File: src/hdl/lct_pkg.sv
package lct_pkg;

  // Width of the number fields.
  localparam int NUM_W = 63;
  // Width that sets the overflow limit.
  localparam int VALUE_BITS = 63;
  // Decimal digits needed for any NUM_W-bit value.
  localparam int DIGITS = (NUM_W * 30103) / 100000 + 1;
  localparam int BCD_W = 4 * DIGITS;
  localparam int CNT_W = $clog2(NUM_W);

  localparam logic [NUM_W-1:0] MAX_VALUE = NUM_W'((65'd1 << VALUE_BITS) - 65'd1);
  localparam logic [CNT_W-1:0] CONV_LAST = CNT_W'(NUM_W - 1);
  localparam logic [CNT_W-1:0] ADD_LAST = CNT_W'(DIGITS - 1);

  // Reversal guard limits (MAX - d) / 10, one per decimal digit.
  localparam logic [NUM_W-1:0] LIM_0 = (MAX_VALUE - NUM_W'(0)) / 10;
  localparam logic [NUM_W-1:0] LIM_1 = (MAX_VALUE - NUM_W'(1)) / 10;
  localparam logic [NUM_W-1:0] LIM_2 = (MAX_VALUE - NUM_W'(2)) / 10;
  localparam logic [NUM_W-1:0] LIM_3 = (MAX_VALUE - NUM_W'(3)) / 10;
  localparam logic [NUM_W-1:0] LIM_4 = (MAX_VALUE - NUM_W'(4)) / 10;
  localparam logic [NUM_W-1:0] LIM_5 = (MAX_VALUE - NUM_W'(5)) / 10;
  localparam logic [NUM_W-1:0] LIM_6 = (MAX_VALUE - NUM_W'(6)) / 10;
  localparam logic [NUM_W-1:0] LIM_7 = (MAX_VALUE - NUM_W'(7)) / 10;
  localparam logic [NUM_W-1:0] LIM_8 = (MAX_VALUE - NUM_W'(8)) / 10;
  localparam logic [NUM_W-1:0] LIM_9 = (MAX_VALUE - NUM_W'(9)) / 10;

  // Datapath commands
  typedef struct packed {
    logic load;      // capture request, clear BCD accumulator
    logic conv;      // one binary-to-BCD step
    logic rev_init;  // start a reversal pass
    logic rev_step;  // append one digit to the reversal
    logic commit;    // n <= n + r
    logic add_step;  // one BCD digit of n + r
  } dp_cmd_t;

  // Datapath status
  typedef struct packed {
    logic digit_fail;  // guard trips on current digit
    logic last_digit;  // current digit is the most significant
    logic is_pal;      // n equals its reversal
    logic sum_ovf;     // n + r at or above MAX
  } dp_stat_t;

  function automatic logic [NUM_W-1:0] rev_limit(input logic [3:0] d);
    logic [NUM_W-1:0] lim;
    unique case (d)
      4'd0: lim = LIM_0;
      4'd1: lim = LIM_1;
      4'd2: lim = LIM_2;
      4'd3: lim = LIM_3;
      4'd4: lim = LIM_4;
      4'd5: lim = LIM_5;
      4'd6: lim = LIM_6;
      4'd7: lim = LIM_7;
      4'd8: lim = LIM_8;
      4'd9: lim = LIM_9;
      default: lim = LIM_0;
    endcase
    return lim;
  endfunction

endpackage

File: src/hdl/lct_ctrl.sv
module lct_ctrl (
  input  logic              clk,
  input  logic              rst_n,
  input  logic              start,
  output logic              busy,
  output logic              done,
  output logic              is_candidate,
  output lct_pkg::dp_cmd_t  cmd,
  input  lct_pkg::dp_stat_t stat
);
  import lct_pkg::*;

  localparam logic [2:0] S_IDLE  = 3'd0;
  localparam logic [2:0] S_CONV  = 3'd1;
  localparam logic [2:0] S_RINIT = 3'd2;
  localparam logic [2:0] S_REV   = 3'd3;
  localparam logic [2:0] S_CHECK = 3'd4;
  localparam logic [2:0] S_ADD   = 3'd5;

  logic [2:0]       state_r, state_nxt;
  logic [CNT_W-1:0] cnt_r, cnt_nxt;
  logic             first_r, first_nxt;
  logic             done_r, done_nxt;
  logic             cand_r, cand_nxt;

  always_comb begin
    state_nxt = state_r;
    cnt_nxt   = cnt_r;
    first_nxt = first_r;
    done_nxt  = 1'b0;
    cand_nxt  = cand_r;
    cmd       = '0;
    unique case (state_r)
      S_IDLE: begin
        if (start) begin
          cmd.load  = 1'b1;
          cnt_nxt   = CONV_LAST;
          first_nxt = 1'b1;
          state_nxt = S_CONV;
        end
      end
      S_CONV: begin
        cmd.conv = 1'b1;
        if (cnt_r == '0) begin
          state_nxt = S_RINIT;
        end else begin
          cnt_nxt = cnt_r - 1'b1;
        end
      end
      S_RINIT: begin
        cmd.rev_init = 1'b1;
        state_nxt    = S_REV;
      end
      S_REV: begin
        if (stat.digit_fail) begin
          done_nxt  = 1'b1;
          cand_nxt  = 1'b1;
          state_nxt = S_IDLE;
        end else begin
          cmd.rev_step = 1'b1;
          if (stat.last_digit) begin
            state_nxt = S_CHECK;
          end
        end
      end
      S_CHECK: begin
        first_nxt = 1'b0;
        if (!first_r && stat.is_pal) begin
          done_nxt  = 1'b1;
          cand_nxt  = 1'b0;
          state_nxt = S_IDLE;
        end else if (stat.sum_ovf) begin
          done_nxt  = 1'b1;
          cand_nxt  = 1'b1;
          state_nxt = S_IDLE;
        end else begin
          cmd.commit = 1'b1;
          cnt_nxt    = ADD_LAST;
          state_nxt  = S_ADD;
        end
      end
      S_ADD: begin
        cmd.add_step = 1'b1;
        if (cnt_r == '0) begin
          state_nxt = S_RINIT;
        end else begin
          cnt_nxt = cnt_r - 1'b1;
        end
      end
      default: begin
        state_nxt = S_IDLE;
      end
    endcase
  end

  always_ff @(posedge clk) begin
    if (!rst_n) begin
      state_r <= S_IDLE;
      done_r  <= 1'b0;
      first_r <= 1'b0;
      cnt_r   <= '0;
    end else begin
      state_r <= state_nxt;
      done_r  <= done_nxt;
      first_r <= first_nxt;
      cnt_r   <= cnt_nxt;
    end
  end

  always_ff @(posedge clk) begin
    cand_r <= cand_nxt;
  end

  assign busy         = (state_r != S_IDLE);
  assign done         = done_r;
  assign is_candidate = cand_r;

  a_accept_starts_conv: assert property (@(posedge clk) disable iff (!rst_n)
    (start && !busy) |=> (state_r == S_CONV))
    else $error("accepted request did not start conversion");

  a_done_when_idle: assert property (@(posedge clk) disable iff (!rst_n)
    done_r |-> (state_r == S_IDLE))
    else $error("result strobe while still working");

  a_add_pass_ends: assert property (@(posedge clk) disable iff (!rst_n)
    (state_r == S_ADD && cnt_r == '0) |=> (state_r == S_RINIT))
    else $error("add pass did not hand over to reversal");

  a_check_after_rev: assert property (@(posedge clk) disable iff (!rst_n)
    (state_r == S_CHECK) |-> ($past(state_r) == S_REV))
    else $error("check entered without a finished reversal");

endmodule

File: config.mk
export PLATFORM = sky130hd
export DESIGN_NAME = lct_ctrl
export DESIGN_NICKNAME = d
export VERILOG_FILES = /design/src/hdl/lct_pkg.sv /design/src/hdl/lct_ctrl.sv
export SDC_FILE = /design/constraint.sdc
export NUM_CORES = 1
export LEC_CHECK = 0
export BUFFER_PORTS_ARGS = -buffer_cell sky130_fd_sc_hd__buf_2
export CORE_MARGIN = 2
export CORE_UTILIZATION = 52
export DETAILED_ROUTE_END_ITERATION = 12
export HOLD_SLACK_MARGIN = 0.12
export PLACE_DENSITY = 0.76
export SYNTH_ARGS = -nofsm -noshare
export SYNTH_HDL_FRONTEND = slang
export SYNTH_SLANG_ARGS = --single-unit
File: constraint.sdc
create_clock -name clk -period 2.1 [get_ports clk]
set_input_delay 0.42 -clock clk [delete_from_list [all_inputs] [get_ports clk]]
set_output_delay 0.42 -clock clk [all_outputs]
set_load 0.01 [all_outputs]
==> impl_metrics.csv, run 1 <==
group,metric,value,unit
run_status,status,"complete, no violations",
setup_path,max_stage_delay,0.62,ns
sta,report.final.slew_viol_count,0,
clock_tree,ctsResizeCount,0,
layout,antenna_cells,0,
job,maxCapViolCount,0,
layout,layout-drive-gt1-share,0.269,
sta,clock_skew,0.00599,ns
layout,num-fill-cells,112,
setup_path,crit_path_max_fanout,15,
layout,final_cell_mix,"buf_2 (15), dfxtp_1 (10), nor2_1 (8), nand2_1 (7)",
synth,synthMuxAreaShare,0,
synth,yosys_warnings,0,
routing,drt_iter0_drc,54,
synth,synth-seq-cells,12,
setup_path,critPathSlowestCell,"dfxtp_1",
power,ir_worst_vdd,0.847,mV
routing,drt_wl_total,1900,um
worst_hold_path,hp-class,"in2reg",
sta,rsz0062_at_grt,"false",
clock_tree,cts-root-buf,"clkbuf_4",
floorplanning,die_w,42.3,um
routing,ant_nets,0,
power,p_leak,0.382,nW
power,power.density,1530,mW/mm2
clock_tree,clkSlewWorstSetupHoldPaths,0.08,ns
routing,drc,0,
floorplanning,rows,13,
grt,use_met1,0.303,
clock_tree,hold_buffers,0,
grt,antenna_found_initial,0,
synth,synth_fa_ha_area_frac,0.0328,
grt,grt_use_met2,0.369,
routing,vias_per_cell,6.33,
synth,synth_top_family_by_area,"simple AND/OR/NAND/NOR gates",
place,gp_congestion,0.914,
clock_tree,clk_latency,0.27,ns
sta,hold_violations,0,
grt,grt_use_total,0.232,
grt,grt_max_degree,16,
sta,final-setup-viol-count,0,
synth,syn_nets,100,
setup_path,criticalPathCategory,"reg2out",
synth,synthDistinctLibCells,38,
place,post-dp-hpwl,1330,um
clock_tree,cts_tree,"yes",
layout,design_area,886,um2
place,placedInstanceArea,843,um2
synth,syn-cell-area,763,um2
synth,synth_ff_type,"dfxtp_1",
clock_tree,cts_made_buffers,3,
grt,met3_usage,0.0302,
layout,final_common_cell,"buf_2",
synth,synth_compound_area_frac,0.261,
synth,synthArstFlopShare,0,
sta,worst_pin_slew,0.496,ns
sta,slew-limit-headroom,0.667,
grt,top_usage_layer,"met2",
synth,synthCells,91,
floorplanning,dieArea,0.00179,mm2
setup_path,worstPathArrival,1.58,ns
synth,yosysSeqAreaShare,0.328,
grt,first_global_vias,741,
setup_path,cp_data_required_time,1.68,ns
setup_path,cp-end-kind,"output port",
layout,num-nets-final,118,
routing,routedWlPerCell,15.5,um
routing,dr.pass1.iters,4,
floorplanning,die_h,42.3,um
grt,overflow,0,
sta,period_needed,2.00,ns
clock_tree,clock-sinks,12,
sta,totalNegativeSetupSlack,0,ns
layout,area_growth,16.1,%
sta,setup_ws,0.0986,ns
floorplanning,start_util,0.572,
sta,fmax,500,MHz
setup_path,worstPathCellList,"nor4bb_2 -> buf_2",
synth,yosys.area_share.simple,0.308,
synth,synth_edf_count,1,
routing,vias,778,
clock_tree,cts.path.max_buffers,2,
clock_tree,ctsHtreeMaxLevel,1,
power,power,1.36,mW
synth,synth_xor_area_frac,0,
sta,finalCritPeriodShare,0.953,
clock_tree,post-cts-setup-buffers,0,
floorplanning,core_area,0.00133,mm2
setup_path,critPathLaunchType,"flip-flop",
place,port_buffers,15,
place,dp_slack,0.372,ns
synth,avgSynthCellArea,8.39,um2
floorplanning,io_pins,16,
grt,grt_pass1_wl,3190,um
[registers in the layout, summed over array words and instances (netlist names)]
register	flops
cnt_r	6
state_r	3
done	1
first_r	1
is_candidate	1
[Yosys cell counts, types with 2 or more instances]
master | instances | area, um2
nor2_1 | 8 | 30.0
a31oi_1 | 3 | 18.8
o32ai_1 | 3 | 26.3
nand4_1 | 2 | 12.5
nand2b_1 | 2 | 12.5
o21ai_0 | 2 | 10.0
nor3_1 | 7 | 35.0
inv_1 | 6 | 22.5
buf_2 | 2 | 10.0
dfxtp_1 | 11 | 220
ha_1 | 2 | 25.0
a311oi_1 | 2 | 17.5
or3_1 | 3 | 18.8
nand2_1 | 7 | 26.3
a21oi_1 | 5 | 25.0
o31ai_1 | 3 | 22.5
and2b_1 | 2 | 15.0
[final timing paths]
check,startpoint,end,slack (ns),cells after the start
max,state_r[1]$_SDFFE_PN0P_,cmd[2],0.1,2
min,rst_n,state_r[2]$_SDFFE_PN0P_,0.43,2
max reg2reg,state_r[1]$_SDFFE_PN0P_,state_r[2]$_SDFFE_PN0P_,0.32,4
min reg2reg,first_r$_SDFFE_PN0P_,first_r$_SDFFE_PN0P_,0.48,2
[where the power goes]
group          total (mW)  internal, mW  switching (mW)  leakage (nW)
combinational       0.737         0.314           0.423         0.261
sequential          0.435         0.318           0.117        0.0992
clock               0.185         0.105          0.0800        0.0210
[critical path, delay by kind of cell (launching register included)]
family | cells | cell delay (ns)
buffers and inverters | 1 | 0.21
AND/OR/NAND/NOR | 1 | 0.49
flip-flops | 1 | 0.62
[routing by layer]
metal / vias up / wire [um]
li1: 377 / -
met1: 341 / 840
met2: 54 / 844
met3: 6 / 183
met4: 0 / 33
met5: - / 0
[kinds of logic after synthesis]
kind of cell             count (synthesis)
AND/OR/NAND/NOR                         41
flip-flops                              12
adder cells (fa/ha/maj)                  2
buffers and inverters                   11
AO/OA/AOI/OAI                           25
[stage by stage]
step / hold slack [ns] / instances / utilization
after floorplan: 0.449 / 91 / -
after global placement: 0.467 / 119 / 0.632
after detailed placement: 0.469 / 119 / 0.632
after CTS: 0.431 / 123 / 0.659
after global routing: 0.422 / 123 / 0.664
final: 0.429 / 123 / 0.664
[final cells by class]
type / count / area (um2) / share of cell area
Clock buffer: 4 / 36.3 / 0.0410
Inverter: 8 / 32.5 / 0.0367
Multi-Input combinational cell: 68 / 464 / 0.524
Sequential cell: 12 / 251 / 0.284
Tap cell: 15 / 18.8 / 0.0212
Timing Repair Buffer: 16 / 82.6 / 0.0932
Note: power is estimated with default switching activity, not from simulation.
==> run 2, diff against run 1 <==
--- a/config.mk
+++ b/config.mk
@@ -5,12 +5,13 @@
 export SDC_FILE = /design/constraint.sdc
 export NUM_CORES = 1
 export LEC_CHECK = 0
+export ABC_CLOCK_PERIOD_IN_PS = 2100
 export BUFFER_PORTS_ARGS = -buffer_cell sky130_fd_sc_hd__buf_2
 export CORE_MARGIN = 2
-export CORE_UTILIZATION = 52
+export CORE_UTILIZATION = 35
 export DETAILED_ROUTE_END_ITERATION = 12
 export HOLD_SLACK_MARGIN = 0.12
-export PLACE_DENSITY = 0.76
+export MAX_ROUTING_LAYER = met4
 export SYNTH_ARGS = -nofsm -noshare
 export SYNTH_HDL_FRONTEND = slang
 export SYNTH_SLANG_ARGS = --single-unit
==> run 2 against run 1 <==
  * Sequential share of layout area decreased by 0.080 points
  * Clock skew decreased by 0.0041 ns
  * Core utilization decreased by 22 points
  * Design area increased by 0.28%
  * Via count decreased by 4.6%
  * Power decreased by 1.2%
  * Setup slack improved by 0.013 ns
  * Die area increased by 44%
  * Clock power increased by 4%
  * Register-to-register slack improved by 0.04 ns
  * Maximum frequency increased by 0.65%
  * Critical path type unchanged
  * Largest cell class unchanged
  * Highest routed layer unchanged
==> impl_metrics.csv, run 2 (synthesized netlist as in run 1, its figures left out) <==
group,metric,value,unit
layout,layout-drive-gt1-share,0.252,
power,p_int,0.729,mW
worst_hold_path,hp-class,"in2reg",
setup_path,r2r-end,"state_r[2]$_SDFFE_PN0P_",
layout,final_cell_mix,"buf_2 (15), dfxtp_1 (10), nor2_1 (8), nor3_1 (7), nand2_1 (7)",
place,post-dp-hpwl,1310,um
power,power.density,1510,mW/mm2
setup_path,max_stage_delay,0.62,ns
routing,drt_iter0_drc,18,
clock_tree,clk_latency,0.29,ns
routing,drt_wl_total,1780,um
power,ir_worst_vdd,0.526,mV
routing,vias_per_cell,5.54,
setup_path,cp.depth,2,
sta,worst_pin_slew,0.537,ns
grt,grt_max_degree,16,
job,maxCapViolCount,0,
setup_path,criticalPathCategory,"reg2out",
grt,first_global_vias,649,
setup_path,rr_startpoint,"state_r[1]$_SDFFE_PN0P_",
clock_tree,cts-root-buf,"clkbuf_4",
place,placedInstanceArea,851,um2
grt,antenna_found_initial,0,
sta,hold_violations,0,
routing,vias,742,
sta,setup_ws,0.111,ns
grt,grt_pass1_wl,2950,um
sta,slew-limit-headroom,0.638,
sta,rsz0062_at_grt,"false",
routing,ant_nets,0,
power,switchingPower,0.612,mW
sta,fmax,503,MHz
place,port_buffers,15,
floorplanning,die_h,50.7,um
setup_path,cp_top_family,"flip-flops",
layout,top_register,"cnt_r",
layout,final_common_cell,"buf_2",
floorplanning,core_area,0.00200,mm2
floorplanning,dieArea,0.00257,mm2
clock_tree,post-cts-setup-buffers,0,
setup_path,reg2reg_slack,0.36,ns
floorplanning,start_util,0.381,
power,pwr-share-comb,0.532,
power,p_clk_frac,0.143,
routing,routedWlPerCell,13.3,um
run_status,status,"complete, no violations",
floorplanning,io_pins,16,
setup_path,crit_buf_inv,1,
grt,grt_use_total,0.160,
setup_path,cp-end-kind,"output port",
grt,overflow,0,
setup_path,worstPathCellList,"nor4bb_2 -> buf_2",
worst_hold_path,hold-path-cell-count,2,
setup_path,cp_data_required_time,1.68,ns
setup_path,critPathLaunchType,"flip-flop",
place,dp_slack,0.392,ns
routing,drc,0,
setup_path,crit_path_max_fanout,15,
layout,top_regs,"cnt_r: 6 flops, state_r: 3 flops",
layout,largest_register_ffs,6,
power,pwr-share-seq,0.325,
clock_tree,clock-sinks,12,
place,gp_congestion,0.875,
layout,utilization,0.444,
clock_tree,ctsHtreeMaxLevel,1,
power,swShare,0.457,
sta,holdWs,0.419,ns
worst_hold_path,min_from,"rst_n",
clock_tree,cts_tree,"yes",
setup_path,critPathSlowestCell,"dfxtp_1",
routing,dr.pass1.iters,4,
floorplanning,die_w,50.7,um
sta,finalCritPeriodShare,0.947,
clock_tree,cts.path.max_buffers,2,
sta,report.final.slew_viol_count,0,
layout,num-nets-final,117,
sta,final-setup-viol-count,0,
power,p_leak,0.375,nW
clock_tree,cts_made_buffers,3,
sta,totalNegativeSetupSlack,0,ns
sta,period_needed,1.99,ns
layout,antenna_cells,0,
setup_path,r2r_cells,4,
layout,area_growth,16.4,%
setup_path,worstPathArrival,1.57,ns
clock_tree,clkSlewWorstSetupHoldPaths,0.08,ns
sta,clock_skew,0.00194,ns
worst_hold_path,min_to,"state_r[2]$_SDFFE_PN0P_",
layout,design_area,888,um2
floorplanning,rows,16,
layout,num-fill-cells,207,
[run 2: cell count changes in the layout (fill, tap and decap cells not counted)]
cell | before | now
nor3_1 | 6 | 7
nor3_2 | 1 | 0
buf_4 | 1 | 0
[run 2: layer usage]
metal / GRT usage / up-vias / part of all wire / wire [um]
met2: 0.228 / 28 / 0.45 / 804
met1: 0.197 / 334 / 0.45 / 806
met4: 0.131 / 0 / 0.035 / 62
li1: - / 375 / - / -
met5: - / - / 0 / 0
met3: 0.0268 / 5 / 0.060 / 107
[run 2: metrics by stage]
stage               std cells  power (mW)
finish                    134        1.34
global route              134        1.45
CTS                       134        1.34
detailed placement        130        1.14
global placement          130        1.15
floorplan                  91       0.987
[run 2: power groups by stage]
stage                     Sequential (mW)  Clock, mW  Combinational (mW)
final                               0.436      0.192               0.713
after global routing                0.451      0.208               0.794
after CTS                           0.430      0.199               0.707
after detailed placement            0.435          0               0.702
after global placement              0.434          0               0.713
after floorplan                     0.378          0               0.609
[run 2: cell type report]
cell class	instances	area, um2	area share
Timing Repair Buffer	15	75.1	0.0845
Inverter	8	32.5	0.0366
Multi-Input combinational cell	68	459	0.517
Clock buffer	4	36.3	0.0408
Sequential cell	12	251	0.283
Tap cell	27	33.8	0.0380
[run 2: worst register-to-register path, delay by kind of cell, from the launching register on]
kind | cells | cell delay, ns
AND/OR/NAND/NOR | 2 | 0.63
AO/OA/AOI/OAI | 2 | 0.38
flip-flops | 1 | 0.62
[run 2: worst max path at each step]
stage                                  from                       to  slack [ns]
floorplan           state_r[2]$_SDFFE_PN0P_                   cmd[1]        0.58
global placement    state_r[2]$_SDFFE_PN0P_                   cmd[1]        0.41
detailed placement  state_r[1]$_SDFFE_PN0P_  state_r[2]$_SDFFE_PN0P_        0.39
CTS                 state_r[2]$_SDFFE_PN0P_                   cmd[1]        0.09
global route        state_r[1]$_SDFFE_PN0P_                   cmd[1]        0.04
finish              state_r[1]$_SDFFE_PN0P_                   cmd[2]        0.11
[run 2: what timing repair did]
item | 4_1_cts | 5_1_grt
resized for setup | 0 | 1
endpoints found under the setup margin | 0 | 1
hold buffers | 0 | 0
==> run 3, diff against run 2 <==
--- a/config.mk
+++ b/config.mk
@@ -5,13 +5,14 @@
 export SDC_FILE = /design/constraint.sdc
 export NUM_CORES = 1
 export LEC_CHECK = 0
-export ABC_CLOCK_PERIOD_IN_PS = 2100
+export ABC_CLOCK_PERIOD_IN_PS = 1900
 export BUFFER_PORTS_ARGS = -buffer_cell sky130_fd_sc_hd__buf_2
 export CORE_MARGIN = 2
 export CORE_UTILIZATION = 35
 export DETAILED_ROUTE_END_ITERATION = 12
 export HOLD_SLACK_MARGIN = 0.12
 export MAX_ROUTING_LAYER = met4
+export PLACE_DENSITY = 0.63
 export SYNTH_ARGS = -nofsm -noshare
 export SYNTH_HDL_FRONTEND = slang
 export SYNTH_SLANG_ARGS = --single-unit
==> constraint.sdc (replaced) <==
create_clock -name clk -period 1.9 [get_ports clk]
set_input_delay 0.38 -clock clk [delete_from_list [all_inputs] [get_ports clk]]
set_output_delay 0.38 -clock clk [all_outputs]
set_load 0.01 [all_outputs]
==> run 3 against run 2 <==
  * First-iteration DRC count shrank 33%
  * Clock power shrank 6%
  * Cell count grew 2.2%
  * Clock skew grew 0.0063 ns
  * Die area is the same
  * Largest cell class unchanged
  * Sequential share of layout area shrank 0.25 points
  * Design area grew 2.4%
  * Hold slack lost 0.035 ns
==> impl_metrics.csv, run 3 (synthesized netlist as in run 1, its figures left out) <==
group,metric,value,unit
place,port_buffers,15,
run_status,status,"complete, no violations",
layout,multiInputGateArea,464,um2
clock_tree,hold_buffers,0,
setup_path,cp-end-kind,"output port",
setup_path,cp_top_family,"simple AND/OR/NAND/NOR gates",
grt,first_global_vias,727,
grt,overflow,0,
floorplanning,io_pins,16,
clock_tree,cts-root-buf,"clkbuf_4",
sta,clock_skew,0.00829,ns
layout,layout-drive-gt1-share,0.282,
layout,num-nets-final,120,
layout,top_register,"cnt_r",
power,power.density,1650,mW/mm2
setup_path,critPathSlowestCell,"or3_1",
setup_path,max_stage_delay,0.44,ns
place,post-dp-hpwl,1410,um
sta,finalCritPeriodShare,0.953,
grt,antenna_found_initial,0,
worst_hold_path,hp-class,"in2reg",
clock_tree,cts_tree,"yes",
layout,final_cell_mix,"buf_2 (15), dfxtp_1 (9), nor2_1 (8), nand2_1 (7)",
routing,drt_wl_total,1930,um
setup_path,rr_startpoint,"cnt_r[0]$_SDFFE_PN0P_",
sta,final-setup-viol-count,0,
job,maxCapViolCount,0,
clock_tree,ctsHtreeMaxLevel,1,
grt,grt_pass1_wl,3160,um
power,ir_worst_vdd,0.522,mV
routing,vias_per_cell,5.52,
clock_tree,clkSlewWorstSetupHoldPaths,0.09,ns
clock_tree,cts.path.max_buffers,2,
setup_path,startpoint,"state_r[1]$_SDFFE_PN0P_",
setup_path,worstPathArrival,1.43,ns
place,dp.cells,133,
routing,vias,756,
routing,routedWlPerCell,14.1,um
place,dp_slack,0.242,ns
setup_path,crit_path_max_fanout,10,
routing,drt_iter0_drc,12,
clock_tree,post-cts-setup-buffers,0,
layout,final_common_cell,"buf_2",
sta,hold_violations,0,
clock_tree,clock-sinks,12,
setup_path,criticalPathCategory,"reg2out",
floorplanning,rows,16,
routing,ant_nets,0,
setup_path,crit_buf_inv,1,
place,placedInstanceArea,873,um2
layout,num-fill-cells,208,
sta,totalNegativeSetupSlack,0,ns
sta,fmax,552,MHz
worst_hold_path,min_from,"rst_n",
floorplanning,dieArea,0.00257,mm2
grt,grt_use_total,0.173,
power,p_leak,0.387,nW
layout,design_area,910,um2
routing,drc,0,
routing,dr.pass1.iters,4,
floorplanning,die_w,50.7,um
setup_path,cp_data_required_time,1.52,ns
layout,antenna_cells,0,
setup_path,reg2reg_slack,0.26,ns
grt,grt_max_degree,11,
setup_path,critPathLaunchType,"flip-flop",
floorplanning,core_area,0.00200,mm2
floorplanning,die_h,50.7,um
sta,setup_ws,0.0889,ns
floorplanning,start_util,0.381,
place,gp_congestion,0.831,
layout,seq_area,255,um2
clock_tree,cts_made_buffers,3,
sta,period_needed,1.81,ns
layout,area_growth,19.2,%
sta,worst_pin_slew,0.527,ns
clock_tree,clk_latency,0.29,ns
layout,final-instance-count-excl-fill,137,
layout,largest_register_ffs,6,
setup_path,worstPathCellList,"or3_1 -> nor3_2 -> buf_2",
sta,report.final.slew_viol_count,0,
sta,rsz0062_at_grt,"false",
sta,slew-limit-headroom,0.646,
layout,top_regs,"cnt_r: 6 flops, state_r: 3 flops",
## run 3: repair_timing
item / 4_1_cts / 5_1_grt
endpoints found under the setup margin: 1 / 1
cloned: 0 / 0
gates resized for setup: 1 / 3
## run 3: worst reg2reg max path, cell delays in order (launching register included)
cell     delay, ns
dfxtp_1       0.33
inv_1         0.12
ha_1          0.24
a31oi_1       0.17
or3_1         0.38
o311a_1       0.29
## run 3: per-stage QoR
| step | total power, mW | util | hold WS, ns |
|---|---|---|---|
| after CTS | 1.48 | 0.450 | 0.379 |
| final | 1.50 | 0.454 | 0.384 |
| after floorplan | 1.09 | - | 0.449 |
| after detailed placement | 1.30 | 0.436 | 0.470 |
| after global placement | 1.30 | 0.436 | 0.471 |
| after global routing | 1.62 | 0.454 | 0.380 |
## run 3: cell type report
type / instances / area share
well taps: 27 / 0.0371
clock buffers: 4 / 0.0289
inverters: 8 / 0.0358
flip-flops and latches: 12 / 0.281
repair buffers: 18 / 0.107
multi-input cells: 68 / 0.510
## run 3: final timing paths
check,to,cells after the start
setup / recovery,cmd[1],3
hold / removal,state_r[2]$_SDFFE_PN0P_,2
setup reg to reg,state_r[2]$_SDFFE_PN0P_,5
hold reg to reg,cnt_r[5]$_SDFFE_PN0P_,2
## run 3: metal layers
layer | global-route usage | routed length (um)
met1 | 0.212 | 899
met2 | 0.252 | 902
met3 | 0.0179 | 58
met4 | 0.149 | 74
met5 | - | 0
## run 3: power by group
part,total (mW),switching [mW],internal (mW)
clock network,0.181,0.0990,0.0817
registers,0.474,0.117,0.357
logic,0.843,0.480,0.363
total,1.50,0.696,0.802
